===== src/rtl/ptid_pkg.sv =====
package ptid_pkg;

	localparam int NUM_TIMERS  = 8;
	localparam int NUM_PORTS   = 3;
	localparam int NUM_SOURCES = NUM_TIMERS + NUM_PORTS;
	localparam int SRC_IDX_W   = $clog2(NUM_SOURCES);

	localparam int VEC_W       = 16;
	localparam int CNT_W       = 16;
	localparam int YIELD_W     = 9;
	localparam int THROTTLE_W  = 8;
	localparam int PADDR_W     = 4;
	localparam int PDATA_W     = 32;

	localparam logic [YIELD_W-1:0] RESET_YIELD = YIELD_W'(50);
	localparam logic [YIELD_W-1:0] YIELD_MAX   = YIELD_W'(256);

	typedef logic [SRC_IDX_W-1:0] src_idx_t;

	typedef enum logic [2:0] {
		KIND_TICK,
		KIND_PIN,
		KIND_POLL,
		KIND_ADD_TIMER,
		KIND_ADD_PIN
	} kind_t;

	typedef enum logic [1:0] {
		REG_TIMER_EN,
		REG_PIN_EN,
		REG_YIELD
	} reg_idx_t;

	// Load and clear controls for one timer cell
	typedef struct packed {
		logic             load;
		logic             clear_hit;
		logic [VEC_W-1:0] vector;
		logic [CNT_W-1:0] period;
		logic [CNT_W-1:0] start;
	} cell_ctrl_t;

	// Lowest set bit of a source word
	function automatic src_idx_t lowest_src(input logic [NUM_SOURCES-1:0] bits);
		src_idx_t idx;
		logic     found;
		idx   = '0;
		found = 1'b0;
		for (int i = 0; i < NUM_SOURCES; i++) begin
			if (bits[i] && !found) begin
				idx   = SRC_IDX_W'(i);
				found = 1'b1;
			end
		end
		return idx;
	endfunction

endpackage


===== src/rtl/ptid_req_if.sv =====
interface ptid_req_if;
	import ptid_pkg::*;

	logic             valid;
	logic             ready;
	logic [2:0]       kind;
	logic [2:0]       slot;
	logic [CNT_W-1:0] period;
	logic [VEC_W-1:0] vector;
	logic [CNT_W-1:0] start_count;
	logic [1:0]       port;
	logic [2:0]       port_events;

	modport source (
		output valid, kind, slot, period, vector, start_count, port, port_events,
		input  ready
	);
	modport sink (
		input  valid, kind, slot, period, vector, start_count, port, port_events,
		output ready
	);
endinterface


===== src/rtl/ptid_rsp_if.sv =====
interface ptid_rsp_if;
	import ptid_pkg::*;

	logic             valid;
	logic             ready;
	logic [VEC_W-1:0] handler;
	logic             served;

	modport source (
		output valid, handler, served,
		input  ready
	);
	modport sink (
		input  valid, handler, served,
		output ready
	);
endinterface


===== src/rtl/ptid_timer_cell.sv =====
module ptid_timer_cell import ptid_pkg::*; (
	input  logic             clk,
	input  logic             arst_n,
	input  cell_ctrl_t       ctrl,
	input  logic             token_in,
	output logic             token_out,
	output logic [VEC_W-1:0] vector,
	output logic             hit
);

	logic             token_q;
	logic             hit_q;
	logic [VEC_W-1:0] vector_q;
	logic [CNT_W-1:0] count_q;
	logic [CNT_W-1:0] period_q;
	logic [CNT_W-1:0] count_inc;
	logic             advance;
	logic             reached;

	assign count_inc = count_q + CNT_W'(1);
	assign advance   = token_q && (vector_q != '0);
	assign reached   = !(count_inc < period_q);

	always_ff @(posedge clk or negedge arst_n) begin
		if (!arst_n) begin
			token_q  <= 1'b0;
			hit_q    <= 1'b0;
			vector_q <= '0;
		end else begin
			token_q <= token_in;
			if (ctrl.load) begin
				vector_q <= ctrl.vector;
			end
			if (ctrl.clear_hit) begin
				hit_q <= 1'b0;
			end else if (advance && reached) begin
				hit_q <= 1'b1;
			end
		end
	end

	always_ff @(posedge clk) begin
		if (ctrl.load) begin
			count_q  <= ctrl.start;
			period_q <= ctrl.period;
		end else if (advance) begin
			// restart the count once the period is reached
			count_q <= reached ? '0 : count_inc;
		end
	end

	assign token_out = token_q;
	assign vector    = vector_q;
	assign hit       = hit_q;

endmodule


===== src/rtl/periodic_timer_interrupt_dispatcher.sv =====
// channel | role   | fields
// req     | sink   | kind, slot, period, vector, start_count, port, port_events
// rsp     | source | handler, served (one word per poll)
// apb     | slave  | timer_enable @0x0, pin_enable @0x4, poll_skip @0x8
//
// A tick with timers enabled is accepted, then a token walks the eight timer
// cells, one cell a cycle; no word is accepted until it leaves the last cell.
// Every other kind does not block the input; a poll waits for the response register.
// Reset clears all vectors, hits, pending and throttle state; counts and
// periods are loaded by an add timer request before they are used.
// A stalled response holds its word and blocks further input.
module periodic_timer_interrupt_dispatcher import ptid_pkg::*; (
	input  logic               clk,
	input  logic               arst_n,
	ptid_req_if.sink           req,
	ptid_rsp_if.source         rsp,
	input  logic               psel,
	input  logic               penable,
	input  logic               pwrite,
	input  logic [PADDR_W-1:0] paddr,
	input  logic [PDATA_W-1:0] pwdata,
	output logic [PDATA_W-1:0] prdata,
	output logic               pready
);

	logic                   timer_enable_q;
	logic                   pin_enable_q;
	logic [YIELD_W-1:0]     poll_skip_q;
	logic [NUM_PORTS-1:0]   port_hits_q;
	logic [VEC_W-1:0]       port_vec_q [NUM_PORTS];
	logic [NUM_SOURCES-1:0] pending_q;
	logic [THROTTLE_W-1:0]  throttle_q;
	logic                   rsp_valid_q;
	logic [VEC_W-1:0]       handler_q;
	logic                   served_q;

	cell_ctrl_t             cell_ctrl [NUM_TIMERS];
	logic [NUM_TIMERS:0]    token;
	logic [VEC_W-1:0]       timer_vec [NUM_TIMERS];
	logic [NUM_TIMERS-1:0]  timer_hit;
	logic [VEC_W-1:0]       src_vec [NUM_SOURCES];

	logic                   busy;
	logic                   accept;
	logic                   do_tick;
	logic                   do_pin;
	logic                   do_poll;
	logic                   add_timer;
	logic                   add_pin;
	logic                   cfg_write;
	logic [YIELD_W-1:0]     yield_lim;
	logic [YIELD_W-1:0]     throttle_next;
	logic                   hold_off;
	logic                   capture;
	logic [NUM_SOURCES-1:0] pend_src;
	src_idx_t               pend_idx;
	logic [NUM_SOURCES-1:0] pend_clr;
	logic [NUM_PORTS-1:0]   port_armed;

	// ---------------------------------------------------------------- config

	assign pready    = 1'b1;
	assign cfg_write = psel && penable && pwrite;

	always_ff @(posedge clk or negedge arst_n) begin
		if (!arst_n) begin
			timer_enable_q <= 1'b0;
			pin_enable_q   <= 1'b0;
			poll_skip_q    <= RESET_YIELD;
		end else if (cfg_write) begin
			unique case (reg_idx_t'(paddr[3:2]))
				REG_TIMER_EN: timer_enable_q <= pwdata[0];
				REG_PIN_EN:   pin_enable_q   <= pwdata[0];
				REG_YIELD:    poll_skip_q    <= pwdata[YIELD_W-1:0];
				default: ;
			endcase
		end
	end

	always_comb begin
		prdata = '0;
		unique case (reg_idx_t'(paddr[3:2]))
			REG_TIMER_EN: prdata = PDATA_W'(timer_enable_q);
			REG_PIN_EN:   prdata = PDATA_W'(pin_enable_q);
			REG_YIELD:    prdata = PDATA_W'(poll_skip_q);
			default:      prdata = '0;
		endcase
	end

	// ---------------------------------------------------------------- decode

	assign busy      = |token[NUM_TIMERS:1];
	assign req.ready = !busy && (!rsp_valid_q || rsp.ready);
	assign accept    = req.valid && req.ready;

	always_comb begin
		do_tick   = 1'b0;
		do_pin    = 1'b0;
		do_poll   = 1'b0;
		add_timer = 1'b0;
		add_pin   = 1'b0;
		unique case (req.kind)
			KIND_TICK:      do_tick   = accept && timer_enable_q;
			KIND_PIN:       do_pin    = accept && pin_enable_q;
			KIND_POLL:      do_poll   = accept;
			KIND_ADD_TIMER: add_timer = accept && (req.vector != '0)
				&& ({1'b0, req.slot} < 4'(NUM_TIMERS));
			KIND_ADD_PIN:   add_pin   = accept && (req.vector != '0)
				&& (req.port < 2'(NUM_PORTS));
			default: ;
		endcase
	end

	// ---------------------------------------------------------------- timer chain

	assign token[0] = do_tick;

	for (genvar i = 0; i < NUM_TIMERS; i++) begin : g_cell
		always_comb begin
			cell_ctrl[i].load      = add_timer && (req.slot == 3'(i));
			cell_ctrl[i].clear_hit = capture;
			cell_ctrl[i].vector    = req.vector;
			cell_ctrl[i].period    = req.period;
			cell_ctrl[i].start     = req.start_count;
		end

		ptid_timer_cell u_cell (
			.clk       (clk),
			.arst_n    (arst_n),
			.ctrl      (cell_ctrl[i]),
			.token_in  (token[i]),
			.token_out (token[i+1]),
			.vector    (timer_vec[i]),
			.hit       (timer_hit[i])
		);

		assign src_vec[i] = timer_vec[i];
	end

	// ---------------------------------------------------------------- ports

	for (genvar p = 0; p < NUM_PORTS; p++) begin : g_port
		assign port_armed[p]           = port_vec_q[p] != '0;
		assign src_vec[NUM_TIMERS + p] = port_vec_q[p];

		always_ff @(posedge clk or negedge arst_n) begin
			if (!arst_n) begin
				port_vec_q[p] <= '0;
			end else if (add_pin && (req.port == 2'(p))) begin
				port_vec_q[p] <= req.vector;
			end
		end
	end

	// ---------------------------------------------------------------- poll

	assign yield_lim     = (poll_skip_q == '0) ? YIELD_W'(1) :
	                       (poll_skip_q > YIELD_MAX) ? YIELD_MAX : poll_skip_q;
	assign throttle_next = YIELD_W'(throttle_q) + YIELD_W'(1);
	assign hold_off      = (pending_q == '0) && (throttle_next < yield_lim);
	assign capture       = do_poll && !hold_off && (pending_q == '0);
	assign pend_src      = (pending_q == '0) ? {port_hits_q, timer_hit} : pending_q;
	assign pend_idx      = lowest_src(pend_src);
	assign pend_clr      = pend_src & ~(NUM_SOURCES'(1) << pend_idx);

	always_ff @(posedge clk or negedge arst_n) begin
		if (!arst_n) begin
			port_hits_q <= '0;
			pending_q   <= '0;
			throttle_q  <= '0;
		end else begin
			if (capture) begin
				port_hits_q <= '0;
			end else if (do_pin) begin
				port_hits_q <= port_hits_q | (req.port_events & port_armed);
			end
			if (do_poll) begin
				if (hold_off) begin
					throttle_q <= throttle_next[THROTTLE_W-1:0];
				end else begin
					throttle_q <= '0;
					pending_q  <= pend_clr;
				end
			end
		end
	end

	// ---------------------------------------------------------------- response

	always_ff @(posedge clk or negedge arst_n) begin
		if (!arst_n) begin
			rsp_valid_q <= 1'b0;
		end else if (do_poll) begin
			rsp_valid_q <= 1'b1;
		end else if (rsp.ready) begin
			rsp_valid_q <= 1'b0;
		end
	end

	always_ff @(posedge clk) begin
		if (do_poll) begin
			if (!hold_off && (pend_src != '0)) begin
				handler_q <= src_vec[pend_idx];
				served_q  <= 1'b1;
			end else begin
				handler_q <= '0;
				served_q  <= 1'b0;
			end
		end
	end

	assign rsp.valid   = rsp_valid_q;
	assign rsp.handler = handler_q;
	assign rsp.served  = served_q;

	// ---------------------------------------------------------------- checks

	a_one_token: assert property (@(posedge clk) disable iff (!arst_n)
		$onehot0(token[NUM_TIMERS:1]))
		else $error("more than one tick token in the timer chain");

	a_tick_launch: assert property (@(posedge clk) disable iff (!arst_n)
		do_tick |=> token[1])
		else $error("accepted tick did not enter the first cell");

	a_busy_stall: assert property (@(posedge clk) disable iff (!arst_n)
		busy |-> !req.ready)
		else $error("input taken while a tick walks the chain");

	a_served_vec: assert property (@(posedge clk) disable iff (!arst_n)
		(rsp_valid_q && served_q) |-> (handler_q != '0))
		else $error("served source carries a zero vector");

	a_idle_vec: assert property (@(posedge clk) disable iff (!arst_n)
		(rsp_valid_q && !served_q) |-> (handler_q == '0))
		else $error("handler set with nothing served");

endmodule


===== src/flat_wrapper.sv =====
// flat-port wrapper written by rule: the top's interface ports become plain ports
module periodic_timer_interrupt_dispatcher_flat import ptid_pkg::*;
  (clk, arst_n, psel, penable, pwrite, paddr, pwdata, prdata, pready, req_valid, req_kind, req_slot, req_period, req_vector, req_start_count, req_port, req_port_events, req_ready, rsp_valid, rsp_handler, rsp_served, rsp_ready);
  ptid_req_if req_i ();
  ptid_rsp_if rsp_i ();
  input  logic clk;
  input  logic arst_n;
  input  logic psel;
  input  logic penable;
  input  logic pwrite;
  input  logic [PADDR_W-1:0] paddr;
  input  logic [PDATA_W-1:0] pwdata;
  output logic [PDATA_W-1:0] prdata;
  output logic pready;
  input wire logic [$bits(req_i.valid)-1:0] req_valid;
  input wire logic [$bits(req_i.kind)-1:0] req_kind;
  input wire logic [$bits(req_i.slot)-1:0] req_slot;
  input wire logic [$bits(req_i.period)-1:0] req_period;
  input wire logic [$bits(req_i.vector)-1:0] req_vector;
  input wire logic [$bits(req_i.start_count)-1:0] req_start_count;
  input wire logic [$bits(req_i.port)-1:0] req_port;
  input wire logic [$bits(req_i.port_events)-1:0] req_port_events;
  output wire logic [$bits(req_i.ready)-1:0] req_ready;
  output wire logic [$bits(rsp_i.valid)-1:0] rsp_valid;
  output wire logic [$bits(rsp_i.handler)-1:0] rsp_handler;
  output wire logic [$bits(rsp_i.served)-1:0] rsp_served;
  input wire logic [$bits(rsp_i.ready)-1:0] rsp_ready;
  assign req_i.valid = req_valid;
  assign req_i.kind = req_kind;
  assign req_i.slot = req_slot;
  assign req_i.period = req_period;
  assign req_i.vector = req_vector;
  assign req_i.start_count = req_start_count;
  assign req_i.port = req_port;
  assign req_i.port_events = req_port_events;
  assign req_ready = req_i.ready;
  assign rsp_valid = rsp_i.valid;
  assign rsp_handler = rsp_i.handler;
  assign rsp_served = rsp_i.served;
  assign rsp_i.ready = rsp_ready;
  periodic_timer_interrupt_dispatcher u_core (.clk(clk), .arst_n(arst_n), .req(req_i), .rsp(rsp_i), .psel(psel), .penable(penable), .pwrite(pwrite), .paddr(paddr), .pwdata(pwdata), .prdata(prdata), .pready(pready));
endmodule

===== config.mk =====
export PLATFORM = sky130hd
export DESIGN_NAME = periodic_timer_interrupt_dispatcher_flat
export DESIGN_NICKNAME = d
export VERILOG_FILES = /design/src/rtl/ptid_pkg.sv /design/src/rtl/ptid_req_if.sv /design/src/rtl/ptid_rsp_if.sv /design/src/rtl/ptid_timer_cell.sv /design/src/rtl/periodic_timer_interrupt_dispatcher.sv /design/src/flat_wrapper.sv
export SDC_FILE = /design/constraint.sdc
export NUM_CORES = 1
export LEC_CHECK = 0
export ABC_AREA = 1
export ABC_CLOCK_PERIOD_IN_PS = 3800
export BUFFER_PORTS_ARGS = -buffer_cell sky130_fd_sc_hd__buf_2
export CORE_MARGIN = 1
export CORE_UTILIZATION = 30
export CTS_CLUSTER_SIZE = 30
export DETAILED_ROUTE_END_ITERATION = 7
export HOLD_SLACK_MARGIN = 0.1
export PLACE_DENSITY = 0.5
export SLEW_MARGIN = 20
export SYNTH_ARGS = -nofsm -noshare
export SYNTH_HDL_FRONTEND = slang
export SYNTH_SLANG_ARGS = --single-unit

===== constraint.sdc =====
create_clock -name clk -period 3.8 [get_ports clk]
set_input_delay 1.14 -clock clk [delete_from_list [all_inputs] [get_ports clk]]
set_output_delay 1.14 -clock clk [all_outputs]
set_load 0.03 [all_outputs]

==> results.py <==
metrics = {
    "worst_hold_path": {
        "hold_depth": 0,
        "hp-start": "u_core.g_cell[2].u_cell.token_out",
        "whs_endpoint": "u_core.g_cell[3].u_cell.token_out",
        "hold_path.class": "reg2reg",
    },
    "routing": {
        "ant_nets": 0,
        "vias": 21400,
        "drc": 0,
        "wl_mm": 81.7,
        "wl_per_cell_um": 18.4,
        "drt-initial-drc-count": 1747,
        "vias_per_cell": 4.81,
        "drt_first_pass_iters": 5,
    },
    "global_route": {
        "grt_max_degree": 79,
        "antenna_found_initial": 9,
        "grt_overflow": 0,
        "grt_pass1_vias": 20000,
        "track_usage_pct": 17.8,
        "grtUsageMet3_pct": 2.83,
        "busiest_layer": "met2",
        "use_met2_pct": 27.5,
        "grt_pass1_wl_mm": 123,
        "use_met1_pct": 25.7,
    },
    "floorplanning": {
        "die_h_um": 303,
        "io_pins": 154,
        "start_util_pct": 30.5,
        "core_area_um2": 89100,
        "fp.dieArea_um2": 91700,
        "chipWidth_um": 303,
        "rows": 109,
    },
    "synth": {
        "ys_types": 51,
        "ys.warnings.count": 0,
        "syn_avg_cell_area_um2": 8.79,
        "synthTopCellsByArea": "edfxtp_1, dfrtp_1, nand2_1",
        "synth_flop_cell": "edfxtp_1",
        "yosysMostFrequentCell": "nand2_1",
        "synthTopCellsByCount": "nand2_1, inv_1, o21ai_0",
        "synth_area_um2": 27100,
        "synth_top_cell_by_area": "edfxtp_1",
        "yosysSeqAreaShare_pct": 51.1,
        "synth-edff-count": 273,
        "synthArstFlopShare_pct": 45.3,
        "yosysTopAreaCellShare_pct": 30.2,
        "ys_ff_latch": 499,
        "synth_cells": 3087,
    },
    "place": {
        "dp_cells": 4337,
        "gp_congestion": 0.830,
        "place_ws_ns": 0.193,
        "place_area_um2": 29700,
        "hpwlAfterDp_mm": 56.5,
        "port_buffers": 104,
    },
    "critical_path": {
        "worstPathRequired_ns": 4.32,
        "startpoint": "u_core.g_cell[1].u_cell.count_q[0]",
        "r2r_setup_slack_ns": 0.34,
        "crit_type": "reg2reg",
        "r2r-end": "u_core.g_cell[1].u_cell.hit",
        "crit_path_start_kind": "flip-flop",
        "rr_worst_depth": 17,
        "crit_path_max_fanout": 4,
        "cp.arrival_ns": 3.98,
        "r2r_start": "u_core.g_cell[1].u_cell.count_q[0]",
        "end_kind": "flip-flop",
    },
    "power_and_ir_drop": {
        "p_per_area_nw_per_um2": 508,
        "p_leak_uw": 0.0144,
        "irDropWorstVdd_v": 0.000383,
        "seq_power_share_pct": 40.5,
        "switching_share_pct": 34.5,
        "pwr-share-comb_pct": 25.7,
        "power.switching_uw": 5550,
        "pwr-share-clk_pct": 33.9,
        "p_int_uw": 10500,
    },
    "run": {
        "max-cap-violations": 0,
    },
    "finish": {
        "syn2layout_area_growth_pct": 16.9,
        "finalInstanceArea_um2": 31700,
        "drive_gt1_share_pct": 10.9,
        "stdcell_count": 4450,
        "nets": 3476,
    },
    "clocking": {
        "root_buffer": "clkbuf_16",
        "cts_tree": "done",
        "cts.sinks": 499,
        "clockBufferDepth": 3,
        "clk_pin_slew_worst_paths_ns": 0.06,
        "ctsHtreeMaxLevel": 2,
        "cts_made_buffers": 58,
        "insertion_delay_ns": 0.64,
    },
    "timing": {
        "setup_viol": 0,
        "finalMaxSlewViolations": 0,
        "fmax_mhz": 289,
        "post-route-min-period_ns": 3.46,
        "postLayoutSetupSlackWorst_ns": 0.343,
        "hold_viol": 0,
        "slew_headroom_pct": 32.7,
        "finClkSkew_ns": 0.0311,
        "period_share_pct": 91.0,
        "worst_slew_pin_slew_ns": 0.997,
    },
    "outcome": {
        "outcome": "complete, no violations",
    },
}
[registers in the layout, indices dropped and copies added (netlist names), 3 cells and up]
name / flops
u_core.g_cell.u_cell.period_q: 128
u_core.pending_q: 11
u_core.port_vec_q: 48
u_core.g_cell.u_cell.token_out: 8
u_core.g_cell.u_cell.vector: 128
u_core.throttle_q: 8
u_core.poll_skip_q: 9
u_core.g_cell.u_cell.hit: 8
u_core.rsp.handler: 16
u_core.port_hits_q: 3
u_core.g_cell.u_cell.count_q: 128
[logic make-up (layout without fill, tap and decap cells)]
| kind of cell | Yosys count | in the layout | share of synthesized area (%) |
|---|---|---|---|
| compound gates | 484 | 484 | 9.41 |
| xor+xnor | 99 | 99 | 3.20 |
| fa+ha+maj | 137 | 137 | 6.32 |
| buf+inv | 622 | 797 | 9.24 |
| flops | 499 | 499 | 51.1 |
| other cells | 2 | 25 | 0.0277 |
| simple gates | 1244 | 1244 | 20.7 |
[how the worst max path moves through the flow]
| stage | cells after the start | to |
|---|---|---|
| floorplan | 9 | u_core.g_cell[5].u_cell.period_q[0] |
| global placement | 18 | u_core.g_cell[2].u_cell.hit |
| detailed placement | 13 | u_core.g_cell[3].u_cell.count_q[13] |
| CTS | 17 | u_core.g_cell[0].u_cell.hit |
| global route | 22 | u_core.g_cell[5].u_cell.hit |
| finish | 17 | u_core.g_cell[1].u_cell.hit |
[critical path, cell delays in order, from the launching register on]
cell,delay [ns]
edfxtp_1,0.41
ha_1,0.21
nand3_1,0.14
nor3b_2,0.25
nand3_1,0.15
nor3b_1,0.32
nand3_1,0.17
nor2_1,0.15
xor2_1,0.25
ha_1,0.28
nand2_1,0.08
o21ai_0,0.09
a21oi_1,0.12
nand2_1,0.12
inv_1,0.14
nor2_1,0.14
o21ai_0,0.24
inv_1,0.06
[what timing repair did]
item / in CTS / in global routing
gates resized for setup: 0 / 21
hold buffers: 0 / 0
endpoints found under the setup margin: 0 / 85
buffers inserted: 0 / 5
[cells in the final DEF (no fill, tap or decap), types with 4 or more instances in the layout]
master / netlist / layout
buf_12: 0 / 35
nor2_4: 4 / 9
clkbuf_8: 0 / 10
nor4_1: 33 / 33
nor3_1: 23 / 17
clkinv_2: 0 / 11
buf_2: 35 / 103
nand3_2: 4 / 5
o21ai_2: 4 / 4
nor2_1: 147 / 138
nor3b_2: 0 / 8
conb_1: 2 / 24
nor3_2: 1 / 6
a211oi_1: 4 / 4
o211ai_1: 4 / 4
nand2_1: 625 / 625
xnor2_1: 26 / 24
o31ai_1: 15 / 15
xor2_1: 73 / 73
clkbuf_16: 0 / 59
edfxtp_1: 273 / 273
a21oi_1: 106 / 106
o221ai_1: 4 / 4
ha_1: 137 / 137
inv_1: 476 / 474
inv_2: 7 / 7
o21ai_0: 336 / 336
buf_4: 28 / 67
nor2_2: 4 / 8
nand3_1: 248 / 247
nand4_1: 120 / 120
clkbuf_1: 63 / 21
dfrtp_1: 223 / 223
nand3b_1: 7 / 7
and2_1: 4 / 4
[per-layer routing]
metal	vias up	share of wire, %	routed length (um)
li1	10600	-	-
met1	10100	47	38500
met2	561	44	36300
met3	108	5.9	4840
met4	2	2.6	2120
met5	-	0.020	16
[power groups by stage]
stage                     registers [uW]  logic (uW)  clock network [uW]
after global placement              6610        4110                   0
final                               6510        4130                5450
after detailed placement            6610        4130                   0
after CTS                           6510        4140                5590
after global routing                6560        4590                5810
after floorplan                     6570        2670                   0
[per-stage QoR]
| step | util (%) | total power (uW) | hold slack [ns] | TNS (ns) |
|---|---|---|---|---|
| 3_5_place_dp | 33.4 | 10700 | 0.387 | 0 |
| 3_3_place_gp | 33.4 | 10700 | 0.379 | 0 |
| 6_report | 35.6 | 16100 | 0.396 | 0 |
| 5_1_grt | 35.6 | 17000 | 0.408 | -0.0368 |
| 2_1_floorplan | - | 9250 | 0.374 | 0 |
| 4_1_cts | 35.4 | 16200 | 0.399 | 0 |
[area by class of cell]
| type | count | area (um2) |
|---|---|---|
| inverter | 484 | 1820 |
| multi-input combinational | 1988 | 11000 |
| fill | 9177 | 57300 |
| sequential | 499 | 13900 |
| clock inverter | 17 | 134 |
| antenna | 1 | 2.50 |
| tap | 1165 | 1460 |
| timing repair buffer | 206 | 1730 |
| clock buffer | 90 | 1690 |
(Power assumes the default switching activity.)
